$ cat config.mk
export PLATFORM = sky130hd
export DESIGN_NAME = power_meter_frame_receiver_flat
export DESIGN_NICKNAME = d
export VERILOG_FILES = /design/src/pmfr_pkg.sv /design/src/pmfr_rx_if.sv /design/src/pmfr_res_if.sv /design/src/pmfr_cfg_if.sv /design/src/power_meter_frame_receiver.sv /design/src/flat_wrapper.sv
export SDC_FILE = /design/constraint.sdc
export NUM_CORES = 2
export LEC_CHECK = 0
export BUFFER_PORTS_ARGS = -buffer_cell sky130_fd_sc_hd__buf_4
export CORE_MARGIN = 2
export CORE_UTILIZATION = 33
export CTS_BUF_LIST = sky130_fd_sc_hd__clkbuf_8
export CTS_CLUSTER_DIAMETER = 120
export DETAILED_ROUTE_END_ITERATION = 8
export HOLD_SLACK_MARGIN = 0.12
export RECOVER_POWER = 50
export SYNTH_ARGS = -nofsm -noshare
export SYNTH_HDL_FRONTEND = slang
export SYNTH_SLANG_ARGS = --single-unit
$ cat constraint.sdc
create_clock -name i_clk -period 14.5 [get_ports i_clk]
set_clock_uncertainty 0.15 [all_clocks]
set_input_delay 0.725 -clock i_clk [delete_from_list [all_inputs] [get_ports i_clk]]
set_output_delay 0.725 -clock i_clk [all_outputs]
set_load 0.02 [all_outputs]
$ cat src/pmfr_pkg.sv
`timescale 1ns / 1ps
// Package for the power meter frame receiver.
// Frame layout constants, register indexes, widths and the sequencer state type.
// No dependencies.
package pmfr_pkg;

    localparam int unsigned FRAME_LEN = 24;
    localparam int unsigned POS_W     = 5;
    localparam int unsigned RAW_W     = 24;
    localparam int unsigned GAIN_W    = 32;
    localparam int unsigned MILLI_W   = 40;
    localparam int unsigned PROD_W    = RAW_W + GAIN_W;
    localparam int unsigned FRAC_W    = 16;
    localparam int unsigned REG_IDX_W = 2;
    localparam int unsigned RAW_ALL_W = 3 * RAW_W;

    localparam logic [7:0]       HEADER    = 8'h55;
    localparam logic [POS_W-1:0] POS_START = 5'd0;
    localparam logic [POS_W-1:0] SUM_FIRST = 5'd2;
    localparam logic [POS_W-1:0] POS_LAST  = 5'd23;
    localparam logic [POS_W-1:0] RD_FIRST  = 5'd5;
    localparam logic [POS_W-1:0] RD_DONE   = 5'd14;

    localparam logic [GAIN_W-1:0] GAIN_RESET = 32'h0001_0000;

    localparam logic [REG_IDX_W-1:0] REG_VOLTAGE_GAIN = 2'd0;
    localparam logic [REG_IDX_W-1:0] REG_CURRENT_GAIN = 2'd1;
    localparam logic [REG_IDX_W-1:0] REG_POWER_GAIN   = 2'd2;

    localparam logic [1:0] LANE_VOLTAGE = 2'd0;
    localparam logic [1:0] LANE_CURRENT = 2'd1;
    localparam logic [1:0] LANE_POWER   = 2'd2;

    typedef enum logic [1:0] {
        ST_IDLE,
        ST_READ,
        ST_SCALE,
        ST_HOLD
    } t_state;

endpackage

$ cat src/pmfr_rx_if.sv
`timescale 1ns / 1ps
// Byte channel into the power meter frame receiver.
// Depends on nothing.
interface pmfr_rx_if;
    logic       valid;
    logic       ready;
    logic [7:0] rx_byte;

    modport source (output valid, output rx_byte, input ready);
    modport sink (input valid, input rx_byte, output ready);
endinterface

$ cat src/pmfr_res_if.sv
`timescale 1ns / 1ps
// Result channel of the power meter frame receiver: raw and scaled readings.
// Depends on pmfr_pkg for field widths.
interface pmfr_res_if;
    logic                           valid;
    logic                           ready;
    logic [pmfr_pkg::RAW_W-1:0]     raw_voltage;
    logic [pmfr_pkg::RAW_W-1:0]     raw_current;
    logic [pmfr_pkg::RAW_W-1:0]     raw_power;
    logic [pmfr_pkg::MILLI_W-1:0]   voltage_milli;
    logic [pmfr_pkg::MILLI_W-1:0]   current_milli;
    logic [pmfr_pkg::MILLI_W-1:0]   power_milli;

    modport source (output valid, output raw_voltage, output raw_current, output raw_power,
                    output voltage_milli, output current_milli, output power_milli,
                    input ready);
    modport sink (input valid, input raw_voltage, input raw_current, input raw_power,
                  input voltage_milli, input current_milli, input power_milli,
                  output ready);
endinterface

$ cat src/pmfr_cfg_if.sv
`timescale 1ns / 1ps
// Register write channel of the power meter frame receiver.
// Depends on pmfr_pkg for index and data widths.
interface pmfr_cfg_if;
    logic                             valid;
    logic                             ready;
    logic [pmfr_pkg::REG_IDX_W-1:0]   reg_index;
    logic [pmfr_pkg::GAIN_W-1:0]      wr_data;

    modport source (output valid, output reg_index, output wr_data, input ready);
    modport sink (input valid, input reg_index, input wr_data, output ready);
endinterface

$ cat src/power_meter_frame_receiver.sv
`timescale 1ns / 1ps
// Power meter frame receiver: frame assembly, checksum, readout and gain scaling.
// Depends on pmfr_pkg, pmfr_rx_if, pmfr_res_if and pmfr_cfg_if.

// The block takes one received byte per cycle on i_rx. While waiting it drops
// every byte until a 0x55 header; that byte and the next 23 form a frame, which
// is written byte by byte into a 24-entry frame memory while bytes 2 to 22 are
// summed modulo 256. When byte 23 matches the sum, a readout sequencer walks
// frame entries 5 to 13 through the memory's registered read port, then one
// shared 24x32 multiplier scales the three readings by their Q16.16 gains, one
// per cycle, and the result goes to an output register. A frame with a bad
// checksum gives no transfer. Byte intake runs at one byte per cycle; the
// readout and scaling overlaps the next frame, and only the last byte of a
// frame waits, while the previous good frame is still in the sequencer: being
// read out and scaled, or waiting for the output register, which frees once
// the result before it is taken on o_res. Gain registers are
// written on i_cfg (index 0 voltage, 1 current, 2 power; index 3 is ignored)
// and reset to 1.0.
module power_meter_frame_receiver (
    input  logic          i_clk,
    input  logic          i_rst_n,
    pmfr_rx_if.sink       i_rx,
    pmfr_cfg_if.sink      i_cfg,
    pmfr_res_if.source    o_res
);

    // frame memory, registered read: data appears in the cycle after the address is presented
    logic [7:0] r_mem [0:pmfr_pkg::FRAME_LEN-1];
    logic [7:0] r_mem_q;

    // frame assembly
    logic [pmfr_pkg::POS_W-1:0] r_pos, n_pos;
    logic [7:0]                 r_sum, n_sum;
    logic                       w_mem_we;
    logic                       w_start;
    logic                       w_rx_fire;
    logic                       w_out_fire;

    // readout and scaling sequencer
    pmfr_pkg::t_state                 r_state, n_state;
    logic [pmfr_pkg::POS_W-1:0]       r_cnt, n_cnt;
    logic [1:0]                       r_lane, n_lane;
    logic [pmfr_pkg::RAW_ALL_W-1:0]   r_raw, n_raw;
    logic [pmfr_pkg::MILLI_W-1:0]     r_mv, n_mv;
    logic [pmfr_pkg::MILLI_W-1:0]     r_mc, n_mc;
    logic [pmfr_pkg::MILLI_W-1:0]     r_mp, n_mp;
    logic [pmfr_pkg::RAW_W-1:0]       w_mul_a;
    logic [pmfr_pkg::GAIN_W-1:0]      w_mul_b;
    logic [pmfr_pkg::PROD_W-1:0]      w_prod;
    logic                             w_load;

    // gains
    logic [pmfr_pkg::GAIN_W-1:0] r_gain_v, r_gain_c, r_gain_p;

    // output register
    logic                          r_ov, n_ov;
    logic [pmfr_pkg::RAW_W-1:0]    r_o_rv, r_o_rc, r_o_rp;
    logic [pmfr_pkg::MILLI_W-1:0]  r_o_mv, r_o_mc, r_o_mp;

    // hold the last byte while a previous good frame is still in the sequencer
    assign i_rx.ready = !((r_pos == pmfr_pkg::POS_LAST) && (r_state != pmfr_pkg::ST_IDLE));
    assign w_rx_fire  = i_rx.valid && i_rx.ready;
    assign w_out_fire = o_res.valid && o_res.ready;
    assign i_cfg.ready = 1'b1;

    // frame assembly: header hunt, store, running checksum
    always_comb begin
        n_pos    = r_pos;
        n_sum    = r_sum;
        w_mem_we = 1'b0;
        w_start  = 1'b0;
        if (w_rx_fire) begin
            if (r_pos == pmfr_pkg::POS_START) begin
                // drop anything but a header while hunting
                if (i_rx.rx_byte == pmfr_pkg::HEADER) begin
                    w_mem_we = 1'b1;
                    n_pos    = r_pos + 5'd1;
                    n_sum    = 8'd0;
                end
            end else if (r_pos == pmfr_pkg::POS_LAST) begin
                w_mem_we = 1'b1;
                n_pos    = pmfr_pkg::POS_START;
                n_sum    = 8'd0;
                w_start  = (r_sum == i_rx.rx_byte);
            end else begin
                w_mem_we = 1'b1;
                n_pos    = r_pos + 5'd1;
                if (r_pos >= pmfr_pkg::SUM_FIRST) begin
                    n_sum = r_sum + i_rx.rx_byte;
                end
            end
        end
    end

    // shared multiplier operands follow the lane
    always_comb begin
        case (r_lane)
            pmfr_pkg::LANE_VOLTAGE: begin
                w_mul_a = r_raw[3*pmfr_pkg::RAW_W-1 -: pmfr_pkg::RAW_W];
                w_mul_b = r_gain_v;
            end
            pmfr_pkg::LANE_CURRENT: begin
                w_mul_a = r_raw[2*pmfr_pkg::RAW_W-1 -: pmfr_pkg::RAW_W];
                w_mul_b = r_gain_c;
            end
            pmfr_pkg::LANE_POWER: begin
                w_mul_a = r_raw[pmfr_pkg::RAW_W-1:0];
                w_mul_b = r_gain_p;
            end
            default: begin
                w_mul_a = '0;
                w_mul_b = '0;
            end
        endcase
    end

    assign w_prod = {{pmfr_pkg::GAIN_W{1'b0}}, w_mul_a} * {{pmfr_pkg::RAW_W{1'b0}}, w_mul_b};

    // sequencer: read entries 5..13, scale three lanes, hand off to the output register
    always_comb begin
        n_state = r_state;
        n_cnt   = r_cnt;
        n_lane  = r_lane;
        n_raw   = r_raw;
        n_mv    = r_mv;
        n_mc    = r_mc;
        n_mp    = r_mp;
        w_load  = 1'b0;
        case (r_state)
            pmfr_pkg::ST_IDLE: begin
                if (w_start) begin
                    n_state = pmfr_pkg::ST_READ;
                    n_cnt   = pmfr_pkg::RD_FIRST;
                end
            end
            pmfr_pkg::ST_READ: begin
                n_cnt = r_cnt + 5'd1;
                // read data arrives in the cycle after its address
                if (r_cnt != pmfr_pkg::RD_FIRST) begin
                    n_raw = {r_raw[pmfr_pkg::RAW_ALL_W-9:0], r_mem_q};
                end
                if (r_cnt == pmfr_pkg::RD_DONE) begin
                    n_state = pmfr_pkg::ST_SCALE;
                    n_lane  = pmfr_pkg::LANE_VOLTAGE;
                end
            end
            pmfr_pkg::ST_SCALE: begin
                n_lane = r_lane + 2'd1;
                case (r_lane)
                    pmfr_pkg::LANE_VOLTAGE: n_mv = w_prod[pmfr_pkg::PROD_W-1:pmfr_pkg::FRAC_W];
                    pmfr_pkg::LANE_CURRENT: n_mc = w_prod[pmfr_pkg::PROD_W-1:pmfr_pkg::FRAC_W];
                    pmfr_pkg::LANE_POWER:   n_mp = w_prod[pmfr_pkg::PROD_W-1:pmfr_pkg::FRAC_W];
                    default:                n_mv = r_mv;
                endcase
                if (r_lane == pmfr_pkg::LANE_POWER) begin
                    n_state = pmfr_pkg::ST_HOLD;
                end
            end
            pmfr_pkg::ST_HOLD: begin
                // wait until the output register is free or being drained
                if (!r_ov || w_out_fire) begin
                    w_load  = 1'b1;
                    n_state = pmfr_pkg::ST_IDLE;
                end
            end
            default: begin
                n_state = pmfr_pkg::ST_IDLE;
            end
        endcase
    end

    always_comb begin
        n_ov = r_ov && !w_out_fire;
        if (w_load) begin
            n_ov = 1'b1;
        end
    end

    // control state
    always_ff @(posedge i_clk) begin
        if (!i_rst_n) begin
            r_pos    <= pmfr_pkg::POS_START;
            r_sum    <= 8'd0;
            r_state  <= pmfr_pkg::ST_IDLE;
            r_cnt    <= pmfr_pkg::RD_FIRST;
            r_lane   <= pmfr_pkg::LANE_VOLTAGE;
            r_ov     <= 1'b0;
            r_gain_v <= pmfr_pkg::GAIN_RESET;
            r_gain_c <= pmfr_pkg::GAIN_RESET;
            r_gain_p <= pmfr_pkg::GAIN_RESET;
        end else begin
            r_pos   <= n_pos;
            r_sum   <= n_sum;
            r_state <= n_state;
            r_cnt   <= n_cnt;
            r_lane  <= n_lane;
            r_ov    <= n_ov;
            if (i_cfg.valid && i_cfg.ready) begin
                case (i_cfg.reg_index)
                    pmfr_pkg::REG_VOLTAGE_GAIN: r_gain_v <= i_cfg.wr_data;
                    pmfr_pkg::REG_CURRENT_GAIN: r_gain_c <= i_cfg.wr_data;
                    pmfr_pkg::REG_POWER_GAIN:   r_gain_p <= i_cfg.wr_data;
                    default:                    r_gain_v <= r_gain_v;
                endcase
            end
        end
    end

    // payload registers
    always_ff @(posedge i_clk) begin
        r_raw <= n_raw;
        r_mv  <= n_mv;
        r_mc  <= n_mc;
        r_mp  <= n_mp;
        if (w_load) begin
            r_o_rv <= r_raw[3*pmfr_pkg::RAW_W-1 -: pmfr_pkg::RAW_W];
            r_o_rc <= r_raw[2*pmfr_pkg::RAW_W-1 -: pmfr_pkg::RAW_W];
            r_o_rp <= r_raw[pmfr_pkg::RAW_W-1:0];
            r_o_mv <= r_mv;
            r_o_mc <= r_mc;
            r_o_mp <= r_mp;
        end
    end

    // frame memory: one write port from assembly, one read port for the readout.
    // The next frame cannot write an entry before the readout has read it, so the
    // readout always sees the previous frame's bytes.
    always_ff @(posedge i_clk) begin
        if (w_mem_we) begin
            r_mem[r_pos] <= i_rx.rx_byte;
        end
        r_mem_q <= r_mem[r_cnt];
    end

    assign o_res.valid         = r_ov;
    assign o_res.raw_voltage   = r_o_rv;
    assign o_res.raw_current   = r_o_rc;
    assign o_res.raw_power     = r_o_rp;
    assign o_res.voltage_milli = r_o_mv;
    assign o_res.current_milli = r_o_mc;
    assign o_res.power_milli   = r_o_mp;

endmodule

$ cat src/flat_wrapper.sv
// flat-port wrapper written by rule: the top's interface ports become plain ports
module power_meter_frame_receiver_flat 
  (i_clk, i_rst_n, i_rx_valid, i_rx_rx_byte, i_rx_ready, i_cfg_valid, i_cfg_reg_index, i_cfg_wr_data, i_cfg_ready, o_res_valid, o_res_raw_voltage, o_res_raw_current, o_res_raw_power, o_res_voltage_milli, o_res_current_milli, o_res_power_milli, o_res_ready);
  pmfr_rx_if i_rx_i ();
  pmfr_cfg_if i_cfg_i ();
  pmfr_res_if o_res_i ();
  input  logic i_clk;
  input  logic i_rst_n;
  input wire logic [$bits(i_rx_i.valid)-1:0] i_rx_valid;
  input wire logic [$bits(i_rx_i.rx_byte)-1:0] i_rx_rx_byte;
  output wire logic [$bits(i_rx_i.ready)-1:0] i_rx_ready;
  input wire logic [$bits(i_cfg_i.valid)-1:0] i_cfg_valid;
  input wire logic [$bits(i_cfg_i.reg_index)-1:0] i_cfg_reg_index;
  input wire logic [$bits(i_cfg_i.wr_data)-1:0] i_cfg_wr_data;
  output wire logic [$bits(i_cfg_i.ready)-1:0] i_cfg_ready;
  output wire logic [$bits(o_res_i.valid)-1:0] o_res_valid;
  output wire logic [$bits(o_res_i.raw_voltage)-1:0] o_res_raw_voltage;
  output wire logic [$bits(o_res_i.raw_current)-1:0] o_res_raw_current;
  output wire logic [$bits(o_res_i.raw_power)-1:0] o_res_raw_power;
  output wire logic [$bits(o_res_i.voltage_milli)-1:0] o_res_voltage_milli;
  output wire logic [$bits(o_res_i.current_milli)-1:0] o_res_current_milli;
  output wire logic [$bits(o_res_i.power_milli)-1:0] o_res_power_milli;
  input wire logic [$bits(o_res_i.ready)-1:0] o_res_ready;
  assign i_rx_i.valid = i_rx_valid;
  assign i_rx_i.rx_byte = i_rx_rx_byte;
  assign i_rx_ready = i_rx_i.ready;
  assign i_cfg_i.valid = i_cfg_valid;
  assign i_cfg_i.reg_index = i_cfg_reg_index;
  assign i_cfg_i.wr_data = i_cfg_wr_data;
  assign i_cfg_ready = i_cfg_i.ready;
  assign o_res_valid = o_res_i.valid;
  assign o_res_raw_voltage = o_res_i.raw_voltage;
  assign o_res_raw_current = o_res_i.raw_current;
  assign o_res_raw_power = o_res_i.raw_power;
  assign o_res_voltage_milli = o_res_i.voltage_milli;
  assign o_res_current_milli = o_res_i.current_milli;
  assign o_res_power_milli = o_res_i.power_milli;
  assign o_res_i.ready = o_res_ready;
  power_meter_frame_receiver u_core (.i_clk(i_clk), .i_rst_n(i_rst_n), .i_rx(i_rx_i), .i_cfg(i_cfg_i), .o_res(o_res_i));
endmodule
; Word-level counts from Yosys, hierarchy flattened
; Memories as Yosys holds them, arrays and structs flattened. A register that Yosys moved wholly into a read port is not among the register bits.
; Cells that the tools add are included.
[totals]
out_inout_bits = 195
word_cells = 100
memories = 1
romBits = 0
reg_bits = 503
latch_bits = 0
ram_bits = 192
inputBits = 47
[mem_list]
columns = name, depth, word_bits, read_ports, rd_clocked_by_memory_dff, wr, line_no
row1 = u_core.r_mem, 24, 8, 1, 1, 1, power_meter_frame_receiver.sv:28  ; logic [7:0] r_mem [0:pmfr_pkg::FRAME_LEN-1];
[op_classes]
addsub = 4
mux = 29
n_bitwise = 0
n_eq_ne = 17
n_div = 0
n_mul = 1
shift = 0
order_cmp = 1
reduce_logical = 28
[op_table]
columns = operator, count
row1 = $pmux W32 S3, 1
row2 = $pmux W24 S3, 1
row3 = $mul A24 B32 Y56, 1
row4 = $mux W8, 4
row5 = $mux W5, 4
row6 = $reduce_and A2 Y1, 10
row7 = $mux W1, 11
row8 = $add A5 B1 Y5 const B, 2
row9 = $mux W2, 5
row10 = $pmux W5 S2, 1
row11 = $add A8 B8 Y8, 1
row12 = $eq A2 B2 Y1 const B, 4
row13 = $eq A8 B7 Y1 const B, 1
row14 = $eq A8 B8 Y1, 1
row15 = $ne A2 B1 Y1 const B, 4
row16 = $pmux W2 S4, 1
row17 = $eq A2 B1 Y1 const B, 3
row18 = $logic_not A2 Y1, 3
row19 = $reduce_bool A2 Y1, 3
row20 = $eq A5 B4 Y1 const B, 1
row21 = $eq A5 B5 Y1 const B, 1
row22 = $ge A5 B2 Y1 const B, 1
row23 = $logic_not A5 Y1, 1
row24 = $ne A5 B3 Y1 const B, 1
row25 = 9 further kinds, 14

; Longest topological paths before layout
[logic_depth]
word_depth = 7
depth_mapped = 37
depth_no_buf = 31

; Least setup slack after synthesis
; Ideal clock, no wire load.
[synth_path]
path_type = input-to-reg
start = input port o_res_ready
end = register u_core.r_o_mc (netlist bit u_core.o_res.current_milli[0]), enable pin
setup_slack_ps = 4317
cell_stages = 2
required_time_ps = 13580
t_arrival_ps = 9263
setup_time_ps = 770
n_path_buf = 0
cell_sequence = nor2b_1 nor2b_1
[synth_between]
elab_chain_len = 4
[synth_rtl]
columns = element, line_no
row1 = start: declaration, flat_wrapper.sv:23  ; input wire logic [$bits(o_res_i.ready)-1:0] o_res_ready;
row2 = $logic_and A1 B1 Y1, power_meter_frame_receiver.sv:63  ; assign w_out_fire = o_res.valid && o_res.ready;
row3 = $logic_or A1 B1 Y1, power_meter_frame_receiver.sv:161  ; if (!r_ov || w_out_fire) begin
row4 = $mux W1, power_meter_frame_receiver.sv:161
row5 = $mux W1, power_meter_frame_receiver.sv:129  ; case (r_state)
row6 = named net u_core.w_load, power_meter_frame_receiver.sv:50  ; logic w_load;
row7 = end signal: assignment, power_meter_frame_receiver.sv:220  ; r_o_mc <= r_mc;
row8 = end: declaration, power_meter_frame_receiver.sv:58  ; logic [pmfr_pkg::MILLI_W-1:0] r_o_mv, r_o_mc, r_o_mp;
; The timed path passes the listed nets, and every way through them passes these cells.
; A chain may end at the register's enable or synchronous reset.

; Final worst setup path
[layout_path]
start = register u_core.r_lane[0]
end = register u_core.r_mc[39] in the netlist's numbering, data pin
[layout_between]
elab_chain_len = 3
word_cells_on_any_way = 6
classes_between = mul: 1 / eq/ne: 2 / mux: 2 / reduce/logical: 1
[layout_rtl]
columns = element, line_no
row1 = start: declaration, power_meter_frame_receiver.sv:42  ; logic [1:0] r_lane, n_lane;
row2 = start signal: assignment, power_meter_frame_receiver.sv:186  ; r_lane <= pmfr_pkg::LANE_VOLTAGE;
row3 = start signal: assignment, power_meter_frame_receiver.sv:196  ; r_lane <= n_lane;
row4 = "$eq A2 B2 Y1, or another cell as far along", power_meter_frame_receiver.sv:97  ; case (r_lane)
row5 = $pmux W24 S3 / $pmux W32 S3 (equally long branches), power_meter_frame_receiver.sv:97
row6 = $mul A24 B32 Y56 *, power_meter_frame_receiver.sv:117  ; assign w_prod = {{pmfr_pkg::GAIN_W{1'b0}}, w_mul_a} * {{pmfr_pkg::RAW_W{1'b0}}, w_mul_b};
row7 = "named net u_core.w_prod, one bit", power_meter_frame_receiver.sv:49  ; logic [pmfr_pkg::PROD_W-1:0] w_prod;
row8 = end signal: assignment, power_meter_frame_receiver.sv:213  ; r_mc <= n_mc;
row9 = end: declaration, power_meter_frame_receiver.sv:45  ; logic [pmfr_pkg::MILLI_W-1:0] r_mc, n_mc;
; The timed path passes the listed nets; every way through them passes the cells marked *.

==> reports/metrics.cfg <==
[outcome]
status=complete, but fails checks
violations=max-capacitance violations, max-slew violations

[detailed_routing]
drc=0
wl_mm=161
via_per_inst=5.05
drtAntennaViolNets=0
wire_per_inst_um=24.2
firstDrtPassIters=6
drt_iter0_drc=3187
vias=33700

[clock_tree]
cts_max_level=3
cts.sinks=703
cts_buffers=114
post_cts.repair.setup_buffers=0
cts_tree=yes
clock-root-buffer=clkbuf_8
cts_resized=0
clk_latency_ns=0.86
clock_path_buffers=3
path_clk_slew_ns=0.06

[floorplan]
rows=141
fp.dieArea_um2=151000
die_x_um=389
design.core.area_um2=147000
ios=242
initial_core_util=0.331
dieHeight_um=389

[power]
p_sw_mw=1.61
internal_power_mw=3.62
max-vdd-ir-drop_v=0.0000776
p_leak_nw=23.3
clkPwrFrac=0.344
p_comb_frac=0.221
p_per_area_nw_per_um2=94.4
p_sw_frac=0.308
pwr-share-seq=0.435

[timing]
timing.fmax_mhz=93.1
slew_headroom=-2.21
hold_violations=0
worstMarginPinSlew_ns=4.82
slew_violations=235
finalCriticalPeriod_ns=10.74
setup_viol=0
tns_ns=0
rsz0062_at_grt=no
post-route-period-util=0.740
fin_hold_ws_ns=0.241
fin_ws_ns=3.76

[synthesis]
synth_edf_count=576
netlist_instances=4365
synth_warnings=0
yosysSeqAreaShare=0.406
synth_area_per_cell_um2=11.2
syn-num-nets=5270
synth_area_um2=48800
async_reset_ff_frac=0
synth-main-ff-cell=edfxtp_1
ys_types=63
synth_seq_cells=703

[global_routing]
overflow=0
grt_pass1_vias=35300
grt_pass1_wl_mm=236
antenna_found_initial=25
grt_max_degree=103
globalRouteTotalUtil=0.214

[worst_setup_path]
critPathRequiredTime_ns=14.93
crit_arrival_ns=11.16
crit_path_end_kind=register
critPathMaxStageDelay_ns=1.24
worstSetupStartpointType=register
setup.worst_path.class=reg2reg
slowest_stage=nor2_1
cpMostUsedCell=fa_1
worst-path-max-fanout=45

[cells_and_area]
fin_nets=5548
regArea_um2=19800
fill_cells=14500
area_growth_pct=13.5
final_util=0.376
layout-drive-gt1-share=0.103
design_area_um2=55400
layout_common_cells=inv_1, nand2_1, fa_1, edfxtp_1, nor2_1
final_common_cell=inv_1
multi_input_area_um2=25500

[placed_design]
gp_congestion=1.05
postPlaceCellArea_um2=52900
io_buffer_count=240
dp_slack_ns=3.95
dpl.hpwl_mm=122

[hold_path]
hold_class=reg2reg

[job]
max_cap_viol_count=4

==> what timing repair did <==
action / CTS / global route
setup endpoints to repair: 0 / 0
hold buffers: 43 / 0
endpoints found under the hold margin: 291 / 0
==> metrics by stage <==
step | total power [mW] | instances
final | 5.23 | 6674
after global routing | 5.53 | 6673
after CTS | 5.30 | 6669
after detailed placement | 3.46 | 6413
after global placement | 3.44 | 6413
after floorplan | 3.09 | 4365
==> worst max-delay path: cells and delay by family, from the launching register on <==
kind | cells | cell delay (ns)
flops | 1 | 0.36
xor+xnor | 1 | 0.16
fa+ha+maj | 9 | 4.26
compound gates | 8 | 2.10
simple gates | 5 | 2.43
buf+inv | 6 | 1.00
==> routing by layer <==
layer  vias up  global-route usage  part of all wire
li1      14400                   -                 -
met1     17100               0.273              0.40
met2      1684               0.329              0.44
met3       450              0.0701              0.11
met4        38               0.102             0.054
met5         -             0.00128            0.0016
==> kinds of logic after synthesis <==
kind of cell	count (synthesis)	synth area share
buffers and inverters	948	0.0731
AOI/OAI and AO/OA	342	0.0438
muxes	58	0.0263
DFF	703	0.406
adders and majority gates	858	0.321
other	1	0.0000768
and+or+nand+nor	1403	0.120
xor gates and xnor gates	52	0.00933
==> power groups by stage <==
| stage | Sequential, mW | Clock [mW] | Combinational (mW) |
|---|---|---|---|
| after floorplan | 2.31 | 0 | 0.776 |
| after global placement | 2.32 | 0 | 1.12 |
| after detailed placement | 2.32 | 0 | 1.15 |
| after CTS | 2.27 | 1.86 | 1.16 |
| after global routing | 2.27 | 1.94 | 1.32 |
| final | 2.27 | 1.80 | 1.16 |
==> Yosys cell counts (22+ instances only) <==
master	n	share of area
a21o_1	23	0.0035
a21oi_1	169	0.017
a22oi_1	53	0.0082
and2_1	39	0.0050
clkbuf_1	168	0.013
dfxtp_1	127	0.052
edfxtp_1	576	0.35
fa_1	658	0.27
ha_1	200	0.051
inv_1	759	0.058
mux4_2	56	0.026
nand2_1	714	0.055
nand2b_1	44	0.0056
nand3_1	22	0.0023
nor2_1	448	0.034
nor3_1	29	0.0030
o21ai_0	27	0.0028
or3_1	32	0.0041
xnor2_1	36	0.0065
==> area by class of cell <==
| type | count | share of cell area |
|---|---|---|
| Antenna cell | 4 | 0.000181 |
| Sequential cell | 703 | 0.358 |
| Clock buffer | 124 | 0.0308 |
| Timing Repair Buffer | 349 | 0.0440 |
| Clock inverter | 89 | 0.0126 |
| Inverter | 761 | 0.0516 |
| Tap cell | 1930 | 0.0436 |
| Multi-Input combinational cell | 2714 | 0.459 |
==> path summary, 6_finish.rpt <==
| check | start | end | slack (ns) | depth (start not counted) |
|---|---|---|---|---|
| max | u_core.r_lane[0] | u_core.r_mc[39] | 3.76 | 29 |
| min | u_core.r_mp[9] | u_core.o_res.power_milli[9] | 0.24 | 0 |
| max reg2reg | u_core.r_lane[0] | u_core.r_mc[39] | 3.76 | 29 |
| min reg2reg | u_core.r_mp[9] | u_core.o_res.power_milli[9] | 0.24 | 0 |
==> state kept, by name, summed over array words and instances, names as in the netlist, 40 cells and up <==
name / count
u_core.o_res.current_milli: 40
u_core.r_mv: 40
u_core.o_res.voltage_milli: 40
u_core.r_mp: 40
u_core.r_raw: 72
u_core.o_res.power_milli: 40
u_core.r_mem: 192
u_core.r_mc: 40
Note: power is estimated with default switching activity, not from simulation.
